## src/sv/dcu_pkg.sv

```systemverilog
// ----------------------------------------------------------------------------
// dcu_pkg
// Shared constants, codes and beat types of the disk controller command unit.
// ----------------------------------------------------------------------------
package dcu_pkg;

    // Geometry
    localparam int NUM_DRIVES       = 5;
    localparam int NUM_CYLINDERS    = 203;
    localparam int WORDS_PER_SECTOR = 321;

    // Field widths (fixed by the command and result formats)
    localparam int DRV_W  = 3;
    localparam int WORD_W = 16;
    localparam int CYL_W  = 8;
    localparam int SEC_W  = 3;
    localparam int SIDX_W = CYL_W + SEC_W;
    localparam int WC_W   = 9;
    localparam int STAT_W = 5;
    localparam int NS_W   = 2;

    // Drive select bits actually needed to index the per-drive state
    localparam int DIDX_W = (NUM_DRIVES > 1) ? $clog2(NUM_DRIVES) : 1;

    // Configuration port
    localparam int APB_ADDR_W = 3;
    localparam int APB_DATA_W = 32;
    localparam logic REG_DRIVE_ONLINE = 1'b0;
    localparam logic REG_WRITE_LOCKED = 1'b1;

    // Status bit positions
    localparam int ST_DATA_ERR  = 4;
    localparam int ST_OP_DONE   = 3;
    localparam int ST_NOT_READY = 2;
    localparam int ST_BUSY      = 1;
    localparam int ST_HOME      = 0;

    // Modifier bit positions
    localparam int MOD_RESET   = 0;
    localparam int MOD_REVERSE = 2;
    localparam int MOD_VERIFY  = 7;

    typedef enum logic [2:0] {
        ACT_READ  = 3'd0,
        ACT_WRITE = 3'd1,
        ACT_SEEK  = 3'd2,
        ACT_SENSE = 3'd3,
        ACT_DONE  = 3'd4
    } action_t;

    typedef enum logic [2:0] {
        FN_IDLE   = 3'd0,
        FN_READ   = 3'd1,
        FN_VERIFY = 3'd2,
        FN_WRITE  = 3'd3,
        FN_SEEK   = 3'd4,
        FN_FAILED = 3'd5
    } func_t;

    typedef enum logic [2:0] {
        RK_NONE  = 3'd0,
        RK_SENSE = 3'd1,
        RK_WRITE = 3'd2,
        RK_READ  = 3'd3,
        RK_DONE  = 3'd4
    } kind_t;

    typedef enum logic [1:0] {
        TM_NONE   = 2'd0,
        TM_CANCEL = 2'd1,
        TM_ROTATE = 2'd2,
        TM_SEEK   = 2'd3
    } timer_t;

    typedef struct packed {
        logic [2:0]        action;
        logic [DRV_W-1:0]  drive;
        logic [WORD_W-1:0] modifier;
        logic [WORD_W-1:0] iocc_address;
        logic [WORD_W-1:0] word_count;
    } cmd_t;

    typedef struct packed {
        logic [2:0]            result_kind;
        logic [WORD_W-1:0]     status_word;
        logic [SIDX_W-1:0]     sector_index;
        logic [WORD_W-1:0]     memory_address;
        logic [WC_W-1:0]       transfer_words;
        logic [1:0]            timer_action;
        logic [NUM_DRIVES-1:0] interrupt_pending;
    } rsp_t;

    typedef struct packed {
        logic [NUM_DRIVES-1:0] drive_online;
        logic [NUM_DRIVES-1:0] write_locked;
    } cfg_t;

endpackage

```

## src/sv/dcu_cmd_if.sv

```systemverilog
// ----------------------------------------------------------------------------
// dcu_cmd_if
// Command channel: one I/O command or completion event per beat.
// ----------------------------------------------------------------------------
interface dcu_cmd_if;
    logic                       valid;
    logic                       ready;
    logic [2:0]                 action;
    logic [dcu_pkg::DRV_W-1:0]  drive;
    logic [dcu_pkg::WORD_W-1:0] modifier;
    logic [dcu_pkg::WORD_W-1:0] iocc_address;
    logic [dcu_pkg::WORD_W-1:0] word_count;

    modport source (
        output valid, action, drive, modifier, iocc_address, word_count,
        input  ready
    );

    modport sink (
        input  valid, action, drive, modifier, iocc_address, word_count,
        output ready
    );
endinterface

```

## src/sv/dcu_rsp_if.sv

```systemverilog
// ----------------------------------------------------------------------------
// dcu_rsp_if
// Result channel: one status, transfer or completion result per beat.
// ----------------------------------------------------------------------------
interface dcu_rsp_if;
    logic                           valid;
    logic                           ready;
    logic [2:0]                     result_kind;
    logic [dcu_pkg::WORD_W-1:0]     status_word;
    logic [dcu_pkg::SIDX_W-1:0]     sector_index;
    logic [dcu_pkg::WORD_W-1:0]     memory_address;
    logic [dcu_pkg::WC_W-1:0]       transfer_words;
    logic [1:0]                     timer_action;
    logic [dcu_pkg::NUM_DRIVES-1:0] interrupt_pending;

    modport source (
        output valid, result_kind, status_word, sector_index, memory_address,
               transfer_words, timer_action, interrupt_pending,
        input  ready
    );

    modport sink (
        input  valid, result_kind, status_word, sector_index, memory_address,
               transfer_words, timer_action, interrupt_pending,
        output ready
    );
endinterface

```

## src/sv/dcu_cfg_regs.sv

```systemverilog
// ----------------------------------------------------------------------------
// dcu_cfg_regs
// APB register file: drive online mask and write protect mask.
// ----------------------------------------------------------------------------
module dcu_cfg_regs (
    input  logic                           clk,
    input  logic                           rst_n,
    input  logic                           psel,
    input  logic                           penable,
    input  logic                           pwrite,
    input  logic [dcu_pkg::APB_ADDR_W-1:0] paddr,
    input  logic [dcu_pkg::APB_DATA_W-1:0] pwdata,
    output logic [dcu_pkg::APB_DATA_W-1:0] prdata,
    output logic                           pready,
    output dcu_pkg::cfg_t                  cfg
);

    logic [dcu_pkg::NUM_DRIVES-1:0] online_reg;
    logic [dcu_pkg::NUM_DRIVES-1:0] locked_reg;
    logic                           wr_en;
    logic                           reg_sel;

    assign pready  = 1'b1;
    assign wr_en   = psel && penable && pwrite;
    // registers sit on 4-byte boundaries; word select is the top address bit
    assign reg_sel = paddr[dcu_pkg::APB_ADDR_W-1];

    // register writes
    always_ff @(posedge clk or negedge rst_n)
    begin
        if (!rst_n)
        begin
            online_reg <= '0;
            locked_reg <= '0;
        end
        else if (wr_en)
        begin
            if (reg_sel == dcu_pkg::REG_DRIVE_ONLINE)
                online_reg <= pwdata[dcu_pkg::NUM_DRIVES-1:0];
            else
                locked_reg <= pwdata[dcu_pkg::NUM_DRIVES-1:0];
        end
    end

    // read back
    always_comb
    begin
        prdata = '0;
        if (reg_sel == dcu_pkg::REG_DRIVE_ONLINE)
            prdata[dcu_pkg::NUM_DRIVES-1:0] = online_reg;
        else
            prdata[dcu_pkg::NUM_DRIVES-1:0] = locked_reg;
    end

    assign cfg.drive_online = online_reg;
    assign cfg.write_locked = locked_reg;

endmodule

```

## src/sv/dcu_drive_engine.sv

```systemverilog
// ----------------------------------------------------------------------------
// dcu_drive_engine
// Per-drive state and the single-pass command decode that updates it.
// ----------------------------------------------------------------------------
module dcu_drive_engine (
    input  logic          clk,
    input  logic          rst_n,
    input  logic          advance,
    input  dcu_pkg::cmd_t cmd,
    input  dcu_pkg::cfg_t cfg,
    output dcu_pkg::rsp_t rsp
);

    localparam int ND = dcu_pkg::NUM_DRIVES;

    // per-drive state
    logic [dcu_pkg::CYL_W-1:0]  cyl_reg    [ND];
    logic [dcu_pkg::STAT_W-1:0] stat_reg   [ND];
    logic [dcu_pkg::NS_W-1:0]   nsec_reg   [ND];
    dcu_pkg::func_t             func_reg   [ND];
    logic [ND-1:0]              soft_reg;
    logic [ND-1:0]              hard_reg;
    logic [ND-1:0]              irq_reg;
    // saved read parameters (only read back while a read is pending)
    logic [dcu_pkg::WORD_W-1:0] saddr_reg  [ND];
    logic [dcu_pkg::WC_W-1:0]   swords_reg [ND];
    logic [dcu_pkg::SEC_W-1:0]  ssec_reg   [ND];

    logic [dcu_pkg::DIDX_W-1:0] d;
    logic                       in_range;
    logic                       online;
    logic                       locked;

    logic [dcu_pkg::CYL_W-1:0]  cyl_next;
    logic [dcu_pkg::STAT_W-1:0] stat_next;
    logic [dcu_pkg::NS_W-1:0]   nsec_next;
    dcu_pkg::func_t             func_next;
    logic                       soft_next;
    logic                       hard_next;
    logic [ND-1:0]              irq_next;
    logic                       save_en;

    logic [dcu_pkg::WC_W-1:0]   clamp_wc;
    logic                       wc_over;
    logic [dcu_pkg::SEC_W-1:0]  sec;
    logic [dcu_pkg::WORD_W-1:0] first_addr;
    logic [dcu_pkg::CYL_W-1:0]  steps;
    logic [dcu_pkg::CYL_W:0]    fwd_sum;
    logic [dcu_pkg::CYL_W-1:0]  seek_cyl;

    assign d        = cmd.drive[dcu_pkg::DIDX_W-1:0];
    assign in_range = {1'b0, cmd.drive} < (dcu_pkg::DRV_W+1)'(ND);
    assign online   = cfg.drive_online[d];
    assign locked   = cfg.write_locked[d];

    // word count clamp, sector and first data word
    assign wc_over    = cmd.word_count > dcu_pkg::WORD_W'(dcu_pkg::WORDS_PER_SECTOR);
    assign clamp_wc   = wc_over ? dcu_pkg::WC_W'(dcu_pkg::WORDS_PER_SECTOR)
                                : cmd.word_count[dcu_pkg::WC_W-1:0];
    assign sec        = cmd.modifier[dcu_pkg::SEC_W-1:0];
    assign first_addr = cmd.iocc_address + dcu_pkg::WORD_W'(1);

    // seek target, saturating at both end cylinders
    assign steps   = cmd.iocc_address[dcu_pkg::CYL_W-1:0];
    assign fwd_sum = {1'b0, cyl_reg[d]} + {1'b0, steps};
    always_comb
    begin
        if (cmd.modifier[dcu_pkg::MOD_REVERSE])
            seek_cyl = (steps >= cyl_reg[d]) ? '0 : cyl_reg[d] - steps;
        else if (fwd_sum >= (dcu_pkg::CYL_W+1)'(dcu_pkg::NUM_CYLINDERS))
            seek_cyl = dcu_pkg::CYL_W'(dcu_pkg::NUM_CYLINDERS - 1);
        else
            seek_cyl = fwd_sum[dcu_pkg::CYL_W-1:0];
    end

    // command decode: next state of the addressed drive and the result
    always_comb
    begin
        cyl_next  = cyl_reg[d];
        stat_next = stat_reg[d];
        nsec_next = nsec_reg[d];
        func_next = func_reg[d];
        soft_next = soft_reg[d];
        hard_next = hard_reg[d];
        irq_next  = irq_reg;
        save_en   = 1'b0;
        rsp       = '0;

        if (in_range)
        begin
            if (cmd.action != dcu_pkg::ACT_DONE)
                soft_next = 1'b0;

            case (dcu_pkg::action_t'(cmd.action))
                dcu_pkg::ACT_READ, dcu_pkg::ACT_WRITE:
                begin
                    rsp.timer_action = dcu_pkg::TM_CANCEL;
                    if (!online)
                        func_next = dcu_pkg::FN_FAILED;
                    else if (cmd.action == dcu_pkg::ACT_WRITE && locked)
                    begin
                        stat_next[dcu_pkg::ST_DATA_ERR] = 1'b1;
                        hard_next = 1'b1;
                        func_next = dcu_pkg::FN_FAILED;
                    end
                    else
                    begin
                        stat_next[dcu_pkg::ST_BUSY] = 1'b1;
                        if (cmd.word_count != '0)
                        begin
                            rsp.timer_action = dcu_pkg::TM_ROTATE;
                            if (wc_over)
                                soft_next = 1'b1;
                            if (cmd.action == dcu_pkg::ACT_WRITE)
                            begin
                                rsp.result_kind    = dcu_pkg::RK_WRITE;
                                rsp.sector_index   = {cyl_reg[d], sec};
                                rsp.memory_address = first_addr;
                                rsp.transfer_words = clamp_wc;
                                func_next          = dcu_pkg::FN_WRITE;
                            end
                            else if (!cmd.modifier[dcu_pkg::MOD_VERIFY])
                            begin
                                save_en   = 1'b1;
                                func_next = dcu_pkg::FN_READ;
                            end
                            else
                                func_next = dcu_pkg::FN_VERIFY;
                        end
                    end
                end

                dcu_pkg::ACT_SEEK:
                begin
                    rsp.timer_action = dcu_pkg::TM_CANCEL;
                    if (!online)
                        func_next = dcu_pkg::FN_FAILED;
                    else if (steps != '0)
                    begin
                        cyl_next  = seek_cyl;
                        func_next = dcu_pkg::FN_SEEK;
                        stat_next[dcu_pkg::ST_BUSY] = 1'b1;
                        rsp.timer_action = dcu_pkg::TM_SEEK;
                    end
                end

                dcu_pkg::ACT_SENSE:
                begin
                    stat_next[dcu_pkg::ST_HOME]      = 1'b0;
                    stat_next[dcu_pkg::ST_NOT_READY] = 1'b0;
                    if (hard_reg[d] || stat_reg[d][dcu_pkg::ST_BUSY] || !online)
                        stat_next[dcu_pkg::ST_NOT_READY] = 1'b1;
                    else if (cyl_reg[d] == '0)
                        stat_next[dcu_pkg::ST_HOME] = 1'b1;
                    nsec_next       = nsec_reg[d] + dcu_pkg::NS_W'(1);
                    rsp.result_kind = dcu_pkg::RK_SENSE;
                    rsp.status_word = {stat_next,
                                       (dcu_pkg::WORD_W-dcu_pkg::STAT_W-dcu_pkg::NS_W)'(0),
                                       nsec_next};
                    if (cmd.modifier[dcu_pkg::MOD_RESET])
                    begin
                        stat_next[dcu_pkg::ST_OP_DONE]  = 1'b0;
                        stat_next[dcu_pkg::ST_DATA_ERR] = 1'b0;
                        irq_next[d] = 1'b0;
                    end
                end

                dcu_pkg::ACT_DONE:
                begin
                    if (func_reg[d] != dcu_pkg::FN_IDLE)
                    begin
                        stat_next[dcu_pkg::ST_BUSY]    = 1'b0;
                        stat_next[dcu_pkg::ST_OP_DONE] = 1'b1;
                        if (soft_reg[d] || hard_reg[d])
                        begin
                            stat_next[dcu_pkg::ST_DATA_ERR] = 1'b1;
                            soft_next = 1'b0;
                        end
                        irq_next[d] = 1'b1;
                        if (func_reg[d] == dcu_pkg::FN_READ)
                        begin
                            rsp.result_kind    = dcu_pkg::RK_READ;
                            rsp.sector_index   = {cyl_reg[d], ssec_reg[d]};
                            rsp.memory_address = saddr_reg[d];
                            rsp.transfer_words = swords_reg[d];
                        end
                        else
                            rsp.result_kind = dcu_pkg::RK_DONE;
                        func_next = dcu_pkg::FN_IDLE;
                    end
                end

                default:
                begin
                    rsp.result_kind = dcu_pkg::RK_NONE;
                end
            endcase
        end

        rsp.interrupt_pending = irq_next;
    end

    // state update for the addressed drive
    always_ff @(posedge clk or negedge rst_n)
    begin
        if (!rst_n)
        begin
            for (int i = 0; i < ND; i++)
            begin
                cyl_reg[i]  <= '0;
                stat_reg[i] <= '0;
                nsec_reg[i] <= '0;
                func_reg[i] <= dcu_pkg::FN_IDLE;
            end
            soft_reg <= '0;
            hard_reg <= '0;
            irq_reg  <= '0;
        end
        else if (advance)
        begin
            irq_reg <= irq_next;
            if (in_range)
            begin
                cyl_reg[d]  <= cyl_next;
                stat_reg[d] <= stat_next;
                nsec_reg[d] <= nsec_next;
                func_reg[d] <= func_next;
                soft_reg[d] <= soft_next;
                hard_reg[d] <= hard_next;
            end
        end
    end

    // saved read parameters
    always_ff @(posedge clk)
    begin
        if (advance && in_range && save_en)
        begin
            saddr_reg[d]  <= first_addr;
            swords_reg[d] <= clamp_wc;
            ssec_reg[d]   <= sec;
        end
    end

endmodule

```

## src/sv/disk_controller_command_unit.sv

```systemverilog
// ----------------------------------------------------------------------------
// disk_controller_command_unit
// Multi-drive disk controller command unit with APB configuration.
// ----------------------------------------------------------------------------
// Every command beat yields exactly one result beat. A beat is captured in an
// input register, decoded combinationally against the addressed drive's state,
// and its result lands in an output register, so a new command is taken every
// cycle unless the result register holds a result not yet taken. The per-drive
// state sits in flip-flops and is updated in the same cycle that produces the
// result, so the following command always sees it. Drive online and write
// protect masks are written through the APB port at byte addresses 0 and 4
// and must only change while no command is in flight.
module disk_controller_command_unit (
    input  logic                           clk,
    input  logic                           rst_n,
    input  logic                           psel,
    input  logic                           penable,
    input  logic                           pwrite,
    input  logic [dcu_pkg::APB_ADDR_W-1:0] paddr,
    input  logic [dcu_pkg::APB_DATA_W-1:0] pwdata,
    output logic [dcu_pkg::APB_DATA_W-1:0] prdata,
    output logic                           pready,
    dcu_cmd_if.sink                        cmd,
    dcu_rsp_if.source                      rsp
);

    dcu_pkg::cfg_t cfg;
    dcu_pkg::cmd_t cmd_beat;
    dcu_pkg::cmd_t cmd_reg;
    dcu_pkg::rsp_t rsp_next;
    dcu_pkg::rsp_t rsp_reg;
    logic          cmd_vld_reg;
    logic          rsp_vld_reg;
    logic          advance;

    dcu_cfg_regs u_cfg (
        .clk     (clk),
        .rst_n   (rst_n),
        .psel    (psel),
        .penable (penable),
        .pwrite  (pwrite),
        .paddr   (paddr),
        .pwdata  (pwdata),
        .prdata  (prdata),
        .pready  (pready),
        .cfg     (cfg)
    );

    // flow control: the decode stage moves when the result register is free
    assign advance   = cmd_vld_reg && (!rsp_vld_reg || rsp.ready);
    assign cmd.ready = !cmd_vld_reg || advance;

    assign cmd_beat.action       = cmd.action;
    assign cmd_beat.drive        = cmd.drive;
    assign cmd_beat.modifier     = cmd.modifier;
    assign cmd_beat.iocc_address = cmd.iocc_address;
    assign cmd_beat.word_count   = cmd.word_count;

    // input register
    always_ff @(posedge clk or negedge rst_n)
    begin
        if (!rst_n)
            cmd_vld_reg <= 1'b0;
        else if (cmd.ready)
            cmd_vld_reg <= cmd.valid;
    end

    always_ff @(posedge clk)
    begin
        if (cmd.valid && cmd.ready)
            cmd_reg <= cmd_beat;
    end

    dcu_drive_engine u_engine (
        .clk     (clk),
        .rst_n   (rst_n),
        .advance (advance),
        .cmd     (cmd_reg),
        .cfg     (cfg),
        .rsp     (rsp_next)
    );

    // result register
    always_ff @(posedge clk or negedge rst_n)
    begin
        if (!rst_n)
            rsp_vld_reg <= 1'b0;
        else if (advance)
            rsp_vld_reg <= 1'b1;
        else if (rsp.ready)
            rsp_vld_reg <= 1'b0;
    end

    always_ff @(posedge clk)
    begin
        if (advance)
            rsp_reg <= rsp_next;
    end

    assign rsp.valid             = rsp_vld_reg;
    assign rsp.result_kind       = rsp_reg.result_kind;
    assign rsp.status_word       = rsp_reg.status_word;
    assign rsp.sector_index      = rsp_reg.sector_index;
    assign rsp.memory_address    = rsp_reg.memory_address;
    assign rsp.transfer_words    = rsp_reg.transfer_words;
    assign rsp.timer_action      = rsp_reg.timer_action;
    assign rsp.interrupt_pending = rsp_reg.interrupt_pending;

endmodule

```

## src/flat_wrapper.sv

```systemverilog
// flat-port wrapper written by rule: the top's interface ports become plain ports
module disk_controller_command_unit_flat 
  (clk, rst_n, psel, penable, pwrite, paddr, pwdata, prdata, pready, cmd_valid, cmd_action, cmd_drive, cmd_modifier, cmd_iocc_address, cmd_word_count, cmd_ready, rsp_valid, rsp_result_kind, rsp_status_word, rsp_sector_index, rsp_memory_address, rsp_transfer_words, rsp_timer_action, rsp_interrupt_pending, rsp_ready);
  dcu_cmd_if cmd_i ();
  dcu_rsp_if rsp_i ();
  input  logic clk;
  input  logic rst_n;
  input  logic psel;
  input  logic penable;
  input  logic pwrite;
  input  logic [dcu_pkg::APB_ADDR_W-1:0] paddr;
  input  logic [dcu_pkg::APB_DATA_W-1:0] pwdata;
  output logic [dcu_pkg::APB_DATA_W-1:0] prdata;
  output logic pready;
  input wire logic [$bits(cmd_i.valid)-1:0] cmd_valid;
  input wire logic [$bits(cmd_i.action)-1:0] cmd_action;
  input wire logic [$bits(cmd_i.drive)-1:0] cmd_drive;
  input wire logic [$bits(cmd_i.modifier)-1:0] cmd_modifier;
  input wire logic [$bits(cmd_i.iocc_address)-1:0] cmd_iocc_address;
  input wire logic [$bits(cmd_i.word_count)-1:0] cmd_word_count;
  output wire logic [$bits(cmd_i.ready)-1:0] cmd_ready;
  output wire logic [$bits(rsp_i.valid)-1:0] rsp_valid;
  output wire logic [$bits(rsp_i.result_kind)-1:0] rsp_result_kind;
  output wire logic [$bits(rsp_i.status_word)-1:0] rsp_status_word;
  output wire logic [$bits(rsp_i.sector_index)-1:0] rsp_sector_index;
  output wire logic [$bits(rsp_i.memory_address)-1:0] rsp_memory_address;
  output wire logic [$bits(rsp_i.transfer_words)-1:0] rsp_transfer_words;
  output wire logic [$bits(rsp_i.timer_action)-1:0] rsp_timer_action;
  output wire logic [$bits(rsp_i.interrupt_pending)-1:0] rsp_interrupt_pending;
  input wire logic [$bits(rsp_i.ready)-1:0] rsp_ready;
  assign cmd_i.valid = cmd_valid;
  assign cmd_i.action = cmd_action;
  assign cmd_i.drive = cmd_drive;
  assign cmd_i.modifier = cmd_modifier;
  assign cmd_i.iocc_address = cmd_iocc_address;
  assign cmd_i.word_count = cmd_word_count;
  assign cmd_ready = cmd_i.ready;
  assign rsp_valid = rsp_i.valid;
  assign rsp_result_kind = rsp_i.result_kind;
  assign rsp_status_word = rsp_i.status_word;
  assign rsp_sector_index = rsp_i.sector_index;
  assign rsp_memory_address = rsp_i.memory_address;
  assign rsp_transfer_words = rsp_i.transfer_words;
  assign rsp_timer_action = rsp_i.timer_action;
  assign rsp_interrupt_pending = rsp_i.interrupt_pending;
  assign rsp_i.ready = rsp_ready;
  disk_controller_command_unit u_core (.clk(clk), .rst_n(rst_n), .psel(psel), .penable(penable), .pwrite(pwrite), .paddr(paddr), .pwdata(pwdata), .prdata(prdata), .pready(pready), .cmd(cmd_i), .rsp(rsp_i));
endmodule
```

## config.mk

```make
export PLATFORM = sky130hd
export DESIGN_NAME = disk_controller_command_unit_flat
export DESIGN_NICKNAME = d
export VERILOG_FILES = /design/src/sv/dcu_pkg.sv /design/src/sv/dcu_cmd_if.sv /design/src/sv/dcu_rsp_if.sv /design/src/sv/dcu_cfg_regs.sv /design/src/sv/dcu_drive_engine.sv /design/src/sv/disk_controller_command_unit.sv /design/src/flat_wrapper.sv
export SDC_FILE = /design/constraint.sdc
export NUM_CORES = 1
export LEC_CHECK = 0
export BUFFER_PORTS_ARGS = -buffer_cell sky130_fd_sc_hd__buf_4
export CAP_MARGIN = 20
export CORE_UTILIZATION = 60
export DETAILED_ROUTE_END_ITERATION = 6
export PLACE_DENSITY = 0.8
export SLEW_MARGIN = 20
export SYNTH_ARGS = -nofsm -noshare
export SYNTH_HDL_FRONTEND = slang
export SYNTH_HIERARCHICAL = 1
export SYNTH_SLANG_ARGS = --single-unit
export TNS_END_PERCENT = 5
```

## constraint.sdc

```tcl
create_clock -name clk -period 10.18 [get_ports clk]
set_clock_uncertainty 0.05 [all_clocks]
set_input_delay 2.036 -clock clk [delete_from_list [all_inputs] [get_ports clk]]
set_output_delay 2.036 -clock clk [all_outputs]
set_load 0.02 [all_outputs]
```

# Word level (Yosys, flattened, before mapping)
# Memories as Yosys holds them, arrays and structs flattened. A register that Yosys moved wholly into a read port is not among the register bits.
# Cells that the tools add are included.
# word_totals
mem_bits_rw	140
input_bits	96
reg_bits	225
mem_count	3
# memory_table
name	words	word_bits	read_ports	rd_clocked_by_memory_dff	write_ports	line	text
u_core.u_engine.saddr_reg	5	16	1	1	1	dcu_drive_engine.sv:25	logic [dcu_pkg::WORD_W-1:0] saddr_reg [ND];
u_core.u_engine.swords_reg	5	9	1	1	1	dcu_drive_engine.sv:26	logic [dcu_pkg::WC_W-1:0] swords_reg [ND];
u_core.u_engine.ssec_reg	5	3	1	1	1	dcu_drive_engine.sv:27	logic [dcu_pkg::SEC_W-1:0] ssec_reg [ND];
# op_classes
n_addsub	4
n_reduce_logical	28
n_eq_ne	6
muxes	124
bitwise_logic	5
order_cmp	8
# op_table
op	count
38-bit two-way mux	3
36-bit two-way mux	3
8-bit two-way mux	10
36-bit case mux with 2 select lines	1
3-bit two-way mux	16
1-bit two-way mux	41
40-bit bitwise mux	1
5-bit two-way mux	8
2-bit two-way mux	14
25-bit bitwise mux	1
8-bit binary-select mux with 3-bit select	1
8-bit demux with 3-bit select	1
3-bit case mux with 3 select lines	2
16-bit by 1-bit adder with 16-bit output, second input constant	1
16-bit by 9-bit > comparator with 1-bit output, second input constant	1
16-bit nonzero test	1
5-bit binary-select mux with 3-bit select	1
15-bit bitwise mux	1
5-bit demux with 3-bit select	1
1-bit binary-select mux with 3-bit select	4
10-bit bitwise mux	1
5-bit bitwise mux	2
5-bit case mux with 2 select lines	1
8-bit by 8-bit adder with 9-bit output	1
other kinds (37)	58

# Longest topological paths before layout
# Gate-level depths: netlist of run 1.
# depth
ltp_word	13
depth_mapped	17

# Cells and area by module
# Netlist of run 1, hierarchy kept.
# modules_own_cells
module	seq_area_each_um2	cells_each	area_per_inst_um2	n_inst
dcu_drive_engine	6581.3	1071	11923.9	1
disk_controller_command_unit	3533.4	124	3587.2	1
dcu_cfg_regs	250.2	58	684.4	1

# Worst setup path before layout of run 1
# OpenSTA, ideal clock, no wires.
# synth_path
path_type	in2reg
start	input port rsp_ready
end	memory u_core/u_engine/saddr_reg[3][0] (netlist bit), enable pin
t_required_ns	9.717
arrival_time_ns	5.634
setup_slack_ns	4.083
cell_stages	6
cell_sequence	nand2b_1 and2_1 buf_2 nand3_1 clkbuf_1 nor2_1
# synth_via
elab_chain_cells	6
# synth_lines
item	line	text
start, declared	flat_wrapper.sv:30	input wire logic [$bits(rsp_i.ready)-1:0] rsp_ready;
1-bit logical OR	disk_controller_command_unit.sv:50	assign advance = cmd_vld_reg && (!rsp_vld_reg || rsp.ready);
1-bit logical AND	disk_controller_command_unit.sv:50	
named net u_core.advance	disk_controller_command_unit.sv:34	logic advance;
1-bit logical AND (2 in series)	dcu_drive_engine.sv:237	if (advance && in_range && save_en)
1-bit two-way mux	dcu_drive_engine.sv:237	
1-bit two-way mux (not written as such)	dcu_drive_engine.sv:239	saddr_reg[d] <= first_addr;
end, declared	dcu_drive_engine.sv:25	
# The timed path passes the listed nets, and every way through them passes these cells.

# Worst setup path after layout of run 1
# layout_path
start	register u_core/cmd_reg[49] (netlist bit)
end	register u_core/u_engine/cyl_reg[1] (netlist bit)
# layout_via
elab_chain_cells	13
word_cells_on_any_way	25
cone_classes	add/sub: 2; order compare: 5; mux: 15; bitwise: 1; reduce/logical: 2
# layout_lines
item	line	text
start, declared	disk_controller_command_unit.sv:29	dcu_pkg::cmd_t cmd_reg;
start signal, assigned	disk_controller_command_unit.sv:71	cmd_reg <= cmd_beat;
3-bit inverter with 4-bit output (not written as such)	--	
8-bit binary-select mux with 3-bit select	dcu_drive_engine.sv:65, dcu_drive_engine.sv:69, dcu_drive_engine.sv:79	
8-bit two-way mux (not written as such) (2 in series)	dcu_drive_engine.sv:65, dcu_drive_engine.sv:69, dcu_drive_engine.sv:79	
8-bit by 8-bit adder with 9-bit output	dcu_drive_engine.sv:65	assign fwd_sum = {1'b0, cyl_reg[d]} + {1'b0, steps};
9-bit by 8-bit >= comparator with 1-bit output	dcu_drive_engine.sv:70	else if (fwd_sum >= (dcu_pkg::CYL_W+1)'(dcu_pkg::NUM_CYLINDERS))
8-bit two-way mux	dcu_drive_engine.sv:70	
8-bit two-way mux	dcu_drive_engine.sv:68	if (cmd.modifier[dcu_pkg::MOD_REVERSE])
8-bit two-way mux	dcu_drive_engine.sv:138	else if (steps != '0)
8-bit two-way mux	dcu_drive_engine.sv:136	if (!online)
8-bit two-way mux	dcu_drive_engine.sv:94	case (dcu_pkg::action_t'(cmd.action))
8-bit two-way mux	dcu_drive_engine.sv:89	if (in_range)
40-bit bitwise mux	dcu_drive_engine.sv:224	cyl_reg[d] <= cyl_next;
end signal, assigned by index	dcu_drive_engine.sv:224	
end, declared	dcu_drive_engine.sv:17	logic [dcu_pkg::CYL_W-1:0] cyl_reg [ND];
# Several ways; a longest one is shown, not always the timed one. The select of a mux whose other input is x is not followed.
# A chain may end at the register's enable or synchronous reset.

==> results of run 1 <==
metal layers:
layer | share of wire | wire, um | up-vias | track usage
met5 | 0 | 0 | - | 0
met4 | 0.024 | 868 | 0 | 0.08966
met3 | 0.066 | 2397 | 70 | 0.04194
met2 | 0.50 | 18030 | 426 | 0.4645
met1 | 0.41 | 14830 | 5227 | 0.3676
li1 | - | - | 4756 | -
worst min-delay path, stage by stage, from the launching register on:
cell and delay (ps):
sky130_fd_sc_hd__dfrtp_1 340, sky130_fd_sc_hd__nand2_1 40, sky130_fd_sc_hd__o21ai_0 60
power groups by stage:
| stage | combinational (uW) | clock, uW | sequential [uW] |
|---|---|---|---|
| 3_5_place_dp | 513 | 0 | 1750 |
| 5_1_grt | 573 | 1430 | 1740 |
| 4_1_cts | 518 | 1370 | 1720 |
| 6_report | 522 | 1360 | 1730 |
| 3_3_place_gp | 499 | 0 | 1740 |
| 2_1_floorplan | 356 | 0 | 1750 |
stage by stage:
| step | setup WS, ps | instances | util |
|---|---|---|---|
| after floorplan | 4083 | 1275 | - |
| after global routing | 4720 | 1709 | 0.6948 |
| after detailed placement | 5173 | 1644 | 0.6473 |
| after CTS | 5172 | 1709 | 0.6948 |
| final | 5104 | 1709 | 0.6948 |
| after global placement | 5279 | 1644 | 0.6473 |
cell type report:
cell class / count / area (um2) / area share
clock buffer: 51 / 1061 / 0.05877
clock inverter: 14 / 173.9 / 0.009633
inverter: 27 / 101.3 / 0.005613
multi-input combinational: 789 / 5229 / 0.2896
sequential: 351 / 10000 / 0.5541
tap: 335 / 419.2 / 0.02322
timing repair buffer: 142 / 1066 / 0.05904
worst max path at each step:
stage / start / end / slack [ps] / cells after the start
floorplan: rsp_ready / u_core/u_engine/saddr_reg[3][0] / 4080 / 6
global route: u_core/cmd_reg[50] / u_core/u_engine/cyl_reg[17] / 4720 / 14
global placement: u_core/cmd_reg[49] / u_core/u_engine/cyl_reg[29] / 5280 / 15
finish: u_core/cmd_reg[49] / u_core/u_engine/cyl_reg[1] / 5100 / 15
detailed placement: u_core/cmd_reg[49] / u_core/u_engine/cyl_reg[1] / 5170 / 15
CTS: u_core/cmd_reg[49] / u_core/u_engine/cyl_reg[1] / 5170 / 15
cells in the final DEF, fill, tap and decap left out, types with 10 or more instances in the layout:
master and instances:
sky130_fd_sc_hd__clkbuf_16 39, sky130_fd_sc_hd__nand2b_1 12, sky130_fd_sc_hd__nor2_1 75, sky130_fd_sc_hd__nand3_1 13
sky130_fd_sc_hd__ha_1 19, sky130_fd_sc_hd__o21ai_0 26, sky130_fd_sc_hd__buf_4 142, sky130_fd_sc_hd__o21ai_1 69
sky130_fd_sc_hd__mux2_2 35, sky130_fd_sc_hd__xnor2_1 16, sky130_fd_sc_hd__edfxtp_1 244, sky130_fd_sc_hd__inv_1 23
sky130_fd_sc_hd__nor3_1 10, sky130_fd_sc_hd__a31oi_1 13, sky130_fd_sc_hd__o22ai_1 23, sky130_fd_sc_hd__o2bb2ai_1 16
sky130_fd_sc_hd__mux4_2 13, sky130_fd_sc_hd__nand2_1 139, sky130_fd_sc_hd__o221ai_1 19, sky130_fd_sc_hd__a21oi_1 66
sky130_fd_sc_hd__mux2i_1 27, sky130_fd_sc_hd__conb_1 37, sky130_fd_sc_hd__and2_1 12, sky130_fd_sc_hd__dfrtp_1 107
==> load_flow_metrics.sql, run 1 <==
INSERT INTO impl_metrics (metric_group, metric, value, unit) VALUES
('outcome', 'outcome', 'complete, no violations', ''),
('worst_setup_path', 'timing.critical_path.from_type', 'register', ''),
('pwr', 'power.sequential.fraction', '0.479', ''),
('worst_setup_path', 'criticalPathCategory', 'register to register', ''),
('pwr', 'internal_power', '2688', 'uW'),
('route', 'drtPass1Iterations', '5', ''),
('route', 'dr.first_iter.drc_count', '1057', ''),
('worst_setup_path', 'critical_path_required', '10500', 'ps'),
('worst_setup_path', 'crit_path_end_kind', 'register', ''),
('route', 'drc', '0', ''),
('clocking', 'clkTransAtPathRegs', '60', 'ps'),
('timing', 'maxSlewHeadroom', '0.2591', ''),
('floorplan', 'design.portCount', '193', ''),
('worst_setup_path', 'critical_path.n_buffers_inverters', '5', ''),
('worst_setup_path', 'critical_path_arrival', '5390', 'ps'),
('global_routing', 'first_global_vias', '10480', ''),
('synthesis', 'synth_area_per_cell', '12.76', 'um2'),
('clocking', 'cts_root_buffer', 'sky130_fd_sc_hd__clkbuf_16', ''),
('timing', 'fin_hold_ws', '430.8', 'ps'),
('final_layout', 'largest_register_ffs', '80', ''),
('final_layout', 'insertedDiodeCount', '0', ''),
('synthesis', 'synth-warning-count', '6', ''),
('timing', 'finalCritPeriodShare', '0.4986', ''),
('final_layout', 'layout_filler_cell_count', '1786', ''),
('clocking', 'cts-buffers-inserted', '37', ''),
('timing', 'clock.fmax', '197.0', 'MHz'),
('clocking', 'cts_hold_buf', '0', ''),
('route', 'vias_after_detailed_routing', '10480', ''),
('placed_design', 'place_congestion', '0.8895', ''),
('worst_setup_path', 'worstReg2RegStart', 'u_core/cmd_reg[49]', ''),
('placed_design', 'placedInstanceArea', '0.01682', 'mm2'),
('floorplan', 'start_util', '0.6094', ''),
('pwr', 'pwr_density_cell', '199.7', 'mW/mm2'),
('route', 'routed_via_density', '6.132', ''),
('route', 'detail_route.wirelength', '36.13', 'mm'),
('pwr', 'p_sw_frac', '0.2545', ''),
('timing', 'worst_pin_slew', '1108', 'ps'),
('global_routing', 'overflow', '0', ''),
('global_routing', 'maximum_number_of_pins_on_one_net_before_global_route_repair', '63', ''),
('timing', 'setup-tns-final', '0', 'ps'),
('synthesis', 'synth_area', '0.01584', 'mm2'),
('worst_setup_path', 'cpMostUsedCell', 'sky130_fd_sc_hd__buf_4', ''),
('pwr', 'power.share.combinational', '0.145', ''),
('final_layout', 'num-nets-final', '1465', ''),
('floorplan', 'die_y', '164.5', 'um'),
('clocking', 'number_of_setup_buffers_added_after_cts', '0', ''),
('pwr', 'finalPower', '3605', 'uW'),
('timing', 'rsz0062_at_grt', 'false', ''),
('min_path', 'worstHoldPathCells', '2', ''),
('clocking', 'post_cts_repair_resize_count', '0', ''),
('timing', 'setup_violations', '0', ''),
('worst_setup_path', 'critical_path.top_delay_family', 'compound AO/OA/AOI/OAI gates', ''),
('min_path', 'min_delay_worst_endpoint', 'u_core/u_engine/nsec_reg[3]', ''),
('pwr', 'power.ir.vdd_worst', '0.0001802', 'V'),
('worst_setup_path', 'critPathMaxFanout', '42', ''),
('pwr', 'total_switching_power', '917.2', 'uW'),
('route', 'postRouteAntennaNets', '0', ''),
('worst_setup_path', 'crit_path_cell_trace', 'buf_4, buf_4, inv_2, nor3_1, buf_4, a221oi_1, inv_1, ha_1, o21bai_1, a2111oi_4, nor4_1, or4_4, o211ai_1, a221oi_2, a21oi_1', ''),
('timing', 'finalHoldViolCount', '0', ''),
('clocking', 'clock_sink_count', '351', ''),
('clocking', 'clock_tree.htree_level_count', '2', ''),
('final_layout', 'areaGrowthSynthToFinish', '14.02', '%'),
('synthesis', 'mapped_cells', '1241', ''),
('worst_setup_path', 'rr_endpoint', 'u_core/u_engine/cyl_reg[1]', ''),
('floorplan', 'row_count', '59', ''),
('global_routing', 'all_layer_gr_usage', '0.2751', ''),
('pwr', 'leakagePower', '0.006851', 'uW'),
('floorplan', 'die-area', '0.02705', 'mm2'),
('clocking', 'clock_path_buffers', '3', ''),
('floorplan', 'dieWidth', '164.5', 'um'),
('final_layout', 'final_cell_area', '0.01805', 'mm2');
Note: power is estimated with default switching activity, not from simulation.
==> run 2, diff against run 1 <==
ABC_AREA = 1   (was default)
CORE_UTILIZATION = 53   (was 60)
PLACE_DENSITY = 0.75   (was 0.8)
clock period = 4.2 ns   (was 10.18 ns; I/O delays follow)
==> run 2 against run 1 <==
Against the previous run:
- final cell count up 23%
- global-route usage down 2.0 points
- sequential power up 130%
- combinational power up 76%
- final area up 2.0%
- die area up 13%
- sequential share of layout area down 1.1 points
- routed wire length up 7.7%
- clock-buffer cell count up 4
- utilization down 7.2 points
- hold slack worse by 25 ps
- critical path depth up 5
==> load_flow_metrics.sql, run 2 <==
INSERT INTO impl_metrics (metric_group, metric, value, unit) VALUES
('outcome', 'outcome', 'complete, no violations', ''),
('placed_design', 'place_congestion', '0.9804', ''),
('pwr', 'leakagePower', '0.008229', 'uW'),
('timing', 'maxSlewHeadroom', '0.3608', ''),
('clocking', 'clock_sink_count', '351', ''),
('timing', 'rsz0062_at_grt', 'false', ''),
('final_layout', 'leading_cell_type_in_the_layout_fill_and_taps_excluded', 'sky130_fd_sc_hd__nand2_1', ''),
('floorplan', 'fp.coreArea', '0.02956', 'mm2'),
('global_routing', 'antenna_found_initial', '1', ''),
('worst_setup_path', 'timing.critical_path.from_type', 'register', ''),
('timing', 'setup-tns-final', '0', 'ps'),
('route', 'routed_via_density', '5.597', ''),
('final_layout', 'layout_filler_cell_count', '2277', ''),
('clocking', 'cts_tree', 'done', ''),
('timing', 'fin_hold_ws', '406.0', 'ps'),
('clocking', 'cts_root_buffer', 'sky130_fd_sc_hd__clkbuf_16', ''),
('route', 'post_detailed_route_wirelength_per_cell', '18.51', 'um'),
('worst_setup_path', 'critical_path_required', '4600', 'ps'),
('route', 'vias_after_detailed_routing', '11770', ''),
('final_layout', 'num-nets-final', '1801', ''),
('floorplan', 'die_y', '175.1', 'um'),
('floorplan', 'design.portCount', '193', ''),
('clocking', 'clkTransAtPathRegs', '60', 'ps'),
('timing', 'finalHoldViolCount', '0', ''),
('global_routing', 'grt_first_pass_wirelength', '60.34', 'mm'),
('clocking', 'number_of_setup_buffers_added_after_cts', '0', ''),
('route', 'detail_route.wirelength', '38.91', 'mm'),
('final_layout', 'multi_input_comb_area', '0.005076', 'mm2'),
('worst_setup_path', 'critPathMaxFanout', '18', ''),
('pwr', 'pwr_density_cell', '435.1', 'mW/mm2'),
('route', 'drtPass1Iterations', '6', ''),
('final_layout', 'largest_register_ffs', '80', ''),
('timing', 'period_minus_ws_final', '3917', 'ps'),
('clocking', 'cts-buffers-inserted', '38', ''),
('final_layout', 'final_layout_size_suffix_gt1_frac', '0.1648', ''),
('pwr', 'power.ir.vdd_worst', '0.0002921', 'V'),
('floorplan', 'die-area', '0.03067', 'mm2'),
('final_layout', 'areaGrowthSynthToFinish', '15.87', '%'),
('floorplan', 'row_count', '63', ''),
('synthesis', 'synth_area_per_cell', '10.36', 'um2'),
('final_layout', 'seqCellArea', '0.01000', 'mm2'),
('clocking', 'clock_tree.htree_level_count', '2', ''),
('timing', 'finalCritPeriodShare', '0.9326', ''),
('global_routing', 'first_global_vias', '11440', ''),
('route', 'drc', '0', ''),
('global_routing', 'maximum_number_of_pins_on_one_net_before_global_route_repair', '73', ''),
('synthesis', 'synth-warning-count', '6', ''),
('worst_setup_path', 'critical_path_arrival', '4310', 'ps'),
('route', 'dr.first_iter.drc_count', '1202', ''),
('timing', 'number_of_pins_exceeding_their_max_slew_limit_in_the_final_report', '0', ''),
('run', 'maxCapViolations', '0', ''),
('synthesis', 'mapped_cells', '1533', ''),
('timing', 'clock.fmax', '255.3', 'MHz'),
('floorplan', 'dieWidth', '175.1', 'um'),
('synthesis', 'synth_area', '0.01589', 'mm2'),
('placed_design', 'io_buffers', '123', ''),
('timing', 'setup_violations', '0', ''),
('clocking', 'post_cts_repair_resize_count', '0', ''),
('placed_design', 'place_hpwl', '24.27', 'mm'),
('global_routing', 'overflow', '0', ''),
('clocking', 'clkLatencyLatePin', '520', 'ps'),
('worst_setup_path', 'criticalPathCategory', 'register to register', ''),
('floorplan', 'start_util', '0.5374', ''),
('clocking', 'clock_path_buffers', '3', ''),
('timing', 'worst_pin_slew', '958.9', 'ps'),
('min_path', 'worstHoldPathType', 'primary input to asynchronous set/reset pin', ''),
('worst_setup_path', 'crit_path_end_kind', 'register', ''),
('final_layout', 'mostFrequentLayoutCells', 'sky130_fd_sc_hd__nand2_1, sky130_fd_sc_hd__edfxtp_1, sky130_fd_sc_hd__buf_4, sky130_fd_sc_hd__nand3_1, sky130_fd_sc_hd__dfrtp_1', ''),
('global_routing', 'all_layer_gr_usage', '0.2555', ''),
('route', 'postRouteAntennaNets', '0', ''),
('clocking', 'cts_hold_buf', '0', '');
run 2: worst paths after layout:
kind                                              from  slack, ps                           to  depth (start not counted)
setup / recovery                    u_core/cmd_reg[48]        280  u_core/u_engine/cyl_reg[20]                         20
hold / removal                                   rst_n        410   u_core/u_cfg/online_reg[2]                          1
setup reg to reg                    u_core/cmd_reg[48]        280  u_core/u_engine/cyl_reg[20]                         20
hold reg to reg            u_core/u_engine/nsec_reg[7]        430  u_core/u_engine/nsec_reg[7]                          2
max in group asynchronous                        rst_n       2870  u_core/u_engine/cyl_reg[11]                          2
min in group clk           u_core/u_engine/nsec_reg[7]        430  u_core/u_engine/nsec_reg[7]                          2
run 2: metrics by stage:
step	std cells	util	worst slack (ps)	area (um2)	total power (uW)
4_1_cts	2101	0.6226	350.9	18400	8053
5_1_grt	2101	0.6226	77.13	18410	8305
3_3_place_gp	2034	0.5839	474.0	17260	4981
3_5_place_dp	2034	0.5839	404.1	17260	5005
6_report	2102	0.6227	283.2	18410	8009
2_1_floorplan	1567	-	1.167	16110	4688
run 2: cell type report:
cell class              instances  share of cell area
inverters                     126             0.02671
clock buffers                  55             0.05914
well taps                     390             0.02651
diodes                          1           0.0001359
repair buffers                160             0.06525
multi-input cells            1007              0.2758
clock inverters                12            0.002991
flip-flops and latches        351              0.5435
run 2: worst max-delay path, cell delays in order, from the launching register on:
cell and delay (ps):
sky130_fd_sc_hd__edfxtp_1 500, sky130_fd_sc_hd__buf_4 220, sky130_fd_sc_hd__nor2_2 150, sky130_fd_sc_hd__nand2_2 150
sky130_fd_sc_hd__inv_4 270, sky130_fd_sc_hd__a22o_1 190, sky130_fd_sc_hd__nor2_2 80, sky130_fd_sc_hd__inv_1 60
sky130_fd_sc_hd__ha_1 180, sky130_fd_sc_hd__inv_1 70, sky130_fd_sc_hd__fa_1 400, sky130_fd_sc_hd__inv_1 100
sky130_fd_sc_hd__nand3_1 90, sky130_fd_sc_hd__nand2_1 110, sky130_fd_sc_hd__xor2_1 230, sky130_fd_sc_hd__nand3_1 100
sky130_fd_sc_hd__nand2_1 110, sky130_fd_sc_hd__nand2_1 100, sky130_fd_sc_hd__o21ai_1 430, sky130_fd_sc_hd__nand3_1 150
sky130_fd_sc_hd__nand2_1 90
run 2: routing by layer:
metal  part of all wire  vias up  routed length [um]  track usage
li1                   -     5444                   -            -
met5                  0        -                   0            0
met1               0.41     5630               16060       0.3495
met3              0.087       95                3369      0.03895
met4              0.030        0                1155      0.09130
met2               0.47      596               18320       0.4162
run 2: where the power goes:
| part | total [uW] | switching (uW) | internal [uW] |
|---|---|---|---|
| Combinational | 917 | 619 | 299 |
| Clock | 3060 | 1260 | 1790 |
| Sequential | 4030 | 113 | 3920 |
==> run 3, diff against run 2 <==
CELL_PAD_IN_SITES_DETAIL_PLACEMENT = 0   (was default)
CELL_PAD_IN_SITES_GLOBAL_PLACEMENT = 1   (was default)
CORE_UTILIZATION = 42   (was 53)
==> run 3 against run 2 <==
Against the previous run:
- via count shrank 2.2%
- critical path depth stayed put
- sequential cell count unchanged
- setup slack better by 100 ps
- sequential share of layout area down 0.60 points
- register-to-register slack improved by 100 ps
- sequential power barely moved
- fmax rose by 2.7%
- combinational power hardly changed
- final cell count grew 5.2%
- largest cell class unchanged
==> load_flow_metrics.sql, run 3 (synthesized netlist as in run 2, its figures left out) <==
INSERT INTO impl_metrics (metric_group, metric, value, unit) VALUES
('outcome', 'outcome', 'complete, no violations', ''),
('clocking', 'clkTransAtPathRegs', '60', 'ps'),
('placed_design', 'io_buffers', '123', ''),
('timing', 'number_of_pins_exceeding_their_max_slew_limit_in_the_final_report', '0', ''),
('floorplan', 'start_util', '0.4308', ''),
('pwr', 'p_sw_frac', '0.2578', ''),
('worst_setup_path', 'cpMostUsedCell', 'sky130_fd_sc_hd__nand2_1', ''),
('floorplan', 'design.portCount', '193', ''),
('pwr', 'power.share.combinational', '0.111', ''),
('worst_setup_path', 'rr_endpoint', 'u_core/u_engine/cyl_reg[12]', ''),
('clocking', 'number_of_setup_buffers_added_after_cts', '0', ''),
('timing', 'maxSlewHeadroom', '0.3606', ''),
('floorplan', 'die_y', '196.5', 'um'),
('run', 'maxCapViolations', '0', ''),
('clocking', 'cts_tree', 'done', ''),
('worst_setup_path', 'critical_path_arrival', '4240', 'ps'),
('clocking', 'cts-buffers-inserted', '38', ''),
('worst_setup_path', 'r2r_worst_path_depth', '20', ''),
('pwr', 'pwr_density_cell', '446.2', 'mW/mm2'),
('route', 'postRouteAntennaNets', '0', ''),
('route', 'vias_after_detailed_routing', '11510', ''),
('timing', 'worst_pin_slew', '959.0', 'ps'),
('pwr', 'total_switching_power', '2141', 'uW'),
('route', 'drc', '0', ''),
('clocking', 'clock_sink_count', '351', ''),
('clocking', 'clkLatencyLatePin', '550', 'ps'),
('route', 'dr.first_iter.drc_count', '880', ''),
('worst_setup_path', 'timing.critical_path.from_type', 'register', ''),
('timing', 'finalCritPeriodShare', '0.9082', ''),
('floorplan', 'fp.coreArea', '0.03687', 'mm2'),
('worst_setup_path', 'critical_path.max_stage_delay', '540', 'ps'),
('global_routing', 'grt_first_pass_wirelength', '64.03', 'mm'),
('global_routing', 'maximum_number_of_pins_on_one_net_before_global_route_repair', '68', ''),
('route', 'post_detailed_route_wirelength_per_cell', '18.93', 'um'),
('worst_setup_path', 'critical_path_required', '4630', 'ps'),
('pwr', 'power.sequential.fraction', '0.485', ''),
('min_path', 'worstHoldPathType', 'primary input to asynchronous set/reset pin', ''),
('final_layout', 'leading_cell_type_in_the_layout_fill_and_taps_excluded', 'sky130_fd_sc_hd__nand2_1', ''),
('clocking', 'cts_hold_buf', '0', ''),
('route', 'drtPass1Iterations', '5', ''),
('global_routing', 'first_global_vias', '11130', ''),
('worst_setup_path', 'critical_path.top_delay_family', 'simple AND/OR/NAND/NOR gates', ''),
('worst_setup_path', 'critPathSlowestCell', 'sky130_fd_sc_hd__edfxtp_1', ''),
('global_routing', 'all_layer_gr_usage', '0.2186', ''),
('placed_design', 'place_congestion', '0.8854', ''),
('clocking', 'clock_tree.htree_level_count', '2', ''),
('floorplan', 'row_count', '70', ''),
('final_layout', 'largest_register_ffs', '80', ''),
('route', 'detail_route.wirelength', '41.86', 'mm'),
('global_routing', 'antenna_found_initial', '0', ''),
('pwr', 'leakagePower', '0.008248', 'uW'),
('worst_setup_path', 'crit_path_cell_trace', 'nor2_4, nand2_4, inv_2, nand2_1, nand3_1, nor2_2, inv_1, ha_1, inv_1, fa_1, inv_1, nand3_1, nand2_1, xor2_1, nand3_1, nand2_1, nand2_1, o21ai_1, nand3_1, nand2_1', ''),
('timing', 'setup_violations', '0', ''),
('pwr', 'clockPowerShare', '0.404', ''),
('clocking', 'post_cts_repair_resize_count', '0', ''),
('floorplan', 'die-area', '0.03861', 'mm2'),
('placed_design', 'place_hpwl', '25.93', 'mm'),
('timing', 'finalHoldViolCount', '0', ''),
('timing', 'period_minus_ws_final', '3814', 'ps'),
('final_layout', 'mostFrequentLayoutCells', 'sky130_fd_sc_hd__nand2_1, sky130_fd_sc_hd__edfxtp_1, sky130_fd_sc_hd__buf_4, sky130_fd_sc_hd__nand3_1, sky130_fd_sc_hd__dfrtp_1', ''),
('floorplan', 'dieWidth', '196.5', 'um'),
('worst_setup_path', 'criticalPathCategory', 'register to register', ''),
('worst_setup_path', 'critPathMaxFanout', '12', ''),
('worst_setup_path', 'worstReg2RegStart', 'u_core/cmd_reg[50]', ''),
('final_layout', 'insertedDiodeCount', '0', ''),
('worst_setup_path', 'crit_path_end_kind', 'register', ''),
('pwr', 'internal_power', '6164', 'uW'),
('timing', 'rsz0062_at_grt', 'false', ''),
('final_layout', 'final_layout_size_suffix_gt1_frac', '0.1675', ''),
('clocking', 'cts_root_buffer', 'sky130_fd_sc_hd__clkbuf_16', ''),
('final_layout', 'areaGrowthSynthToFinish', '17.17', '%'),
('worst_setup_path', 'critical_path.n_buffers_inverters', '4', ''),
('clocking', 'clock_path_buffers', '3', ''),
('timing', 'clock.fmax', '262.2', 'MHz'),
('pwr', 'finalPower', '8305', 'uW'),
('global_routing', 'overflow', '0', ''),
('timing', 'setup-tns-final', '0', 'ps'),
('worst_setup_path', 'regToRegSetupSlack', '390', 'ps'),
('route', 'routed_via_density', '5.204', ''),
('final_layout', 'num-nets-final', '1794', ''),
('pwr', 'power.ir.vdd_worst', '0.0002768', 'V');
[run 3: cell count changes in the layout (fill, tap and decap cells not counted), moves of 2 or more]
cell                         before  now
sky130_fd_sc_hd__clkinvlp_4       2    4
sky130_fd_sc_hd__bufinv_16        0    4
sky130_fd_sc_hd__clkbuf_16       41   38
sky130_fd_sc_hd__inv_16           0    2
sky130_fd_sc_hd__clkinv_1         9    3
sky130_fd_sc_hd__buf_4          160  152
sky130_fd_sc_hd__clkbuf_1        13   11
sky130_fd_sc_hd__clkinv_2         7   11
[run 3: worst max path at each step]
stage / slack [ps] / end / start / depth (start not counted)
4_1_cts: 420 / u_core/u_engine/cyl_reg[12] / u_core/cmd_reg[50] / 20
6_report: 390 / u_core/u_engine/cyl_reg[12] / u_core/cmd_reg[50] / 20
5_1_grt: 100 / u_core/u_engine/cyl_reg[4] / u_core/cmd_reg[50] / 20
3_3_place_gp: 460 / u_core/u_engine/cyl_reg[12] / u_core/cmd_reg[50] / 20
2_1_floorplan: 1 / u_core/u_engine/saddr_reg[3][0] / rsp_ready / 7
3_5_place_dp: 450 / u_core/u_engine/cyl_reg[12] / u_core/cmd_reg[50] / 20
[run 3: layout make-up]
type,count,area [um2]
inverter,126,491.7
sequential,351,10000
clock inverter,21,257.7
tap,504,630.6
clock buffer,49,992.2
fill,3340,18260
multi-input combinational,1007,5076
timing repair buffer,153,1161
[run 3: through the flow]
stage / utilization / hold WS, ps / cell area [um2] / instances / setup slack (ps)
global route: 0.5048 / 393.2 / 18610 / 2211 / 102.6
CTS: 0.5048 / 381.4 / 18610 / 2211 / 421.0
detailed placement: 0.4709 / 409.7 / 17360 / 2141 / 454.3
global placement: 0.4709 / 403.7 / 17360 / 2141 / 463.6
floorplan: - / 392.2 / 16110 / 1567 / 1.167
finish: 0.5048 / 352.6 / 18610 / 2211 / 385.7
[run 3: power groups by stage]
| stage | Sequential [uW] | Combinational, uW | Clock [uW] |
|---|---|---|---|
| after floorplan | 4130 | 562 | 0 |
| after global placement | 4100 | 908 | 0 |
| after detailed placement | 4100 | 916 | 0 |
| after CTS | 4030 | 920 | 3430 |
| after global routing | 4060 | 1020 | 3560 |
| final | 4030 | 920 | 3350 |
[run 3: metal layers]
metal / GRT usage / vias to the layer above / wire (um)
li1: - / 5441 / -
met1: 0.3050 / 5607 / 18920
met2: 0.3508 / 385 / 19200
met3: 0.03251 / 72 / 2537
met4: 0.07205 / 0 / 1199
met5: 0 / - / 0
[run 3: worst register-to-register path: stages (launching register included)]
cell and delay (ps):
sky130_fd_sc_hd__edfxtp_1 540, sky130_fd_sc_hd__nor2_4 210, sky130_fd_sc_hd__nand2_4 90, sky130_fd_sc_hd__inv_2 340, sky130_fd_sc_hd__nand2_1 130, sky130_fd_sc_hd__nand3_1 130, sky130_fd_sc_hd__nor2_2 60, sky130_fd_sc_hd__inv_1 60
sky130_fd_sc_hd__ha_1 190, sky130_fd_sc_hd__inv_1 70, sky130_fd_sc_hd__fa_1 390, sky130_fd_sc_hd__inv_1 100, sky130_fd_sc_hd__nand3_1 80, sky130_fd_sc_hd__nand2_1 110, sky130_fd_sc_hd__xor2_1 230, sky130_fd_sc_hd__nand3_1 110
sky130_fd_sc_hd__nand2_1 110, sky130_fd_sc_hd__nand2_1 110, sky130_fd_sc_hd__o21ai_1 430, sky130_fd_sc_hd__nand3_1 130, sky130_fd_sc_hd__nand2_1 90
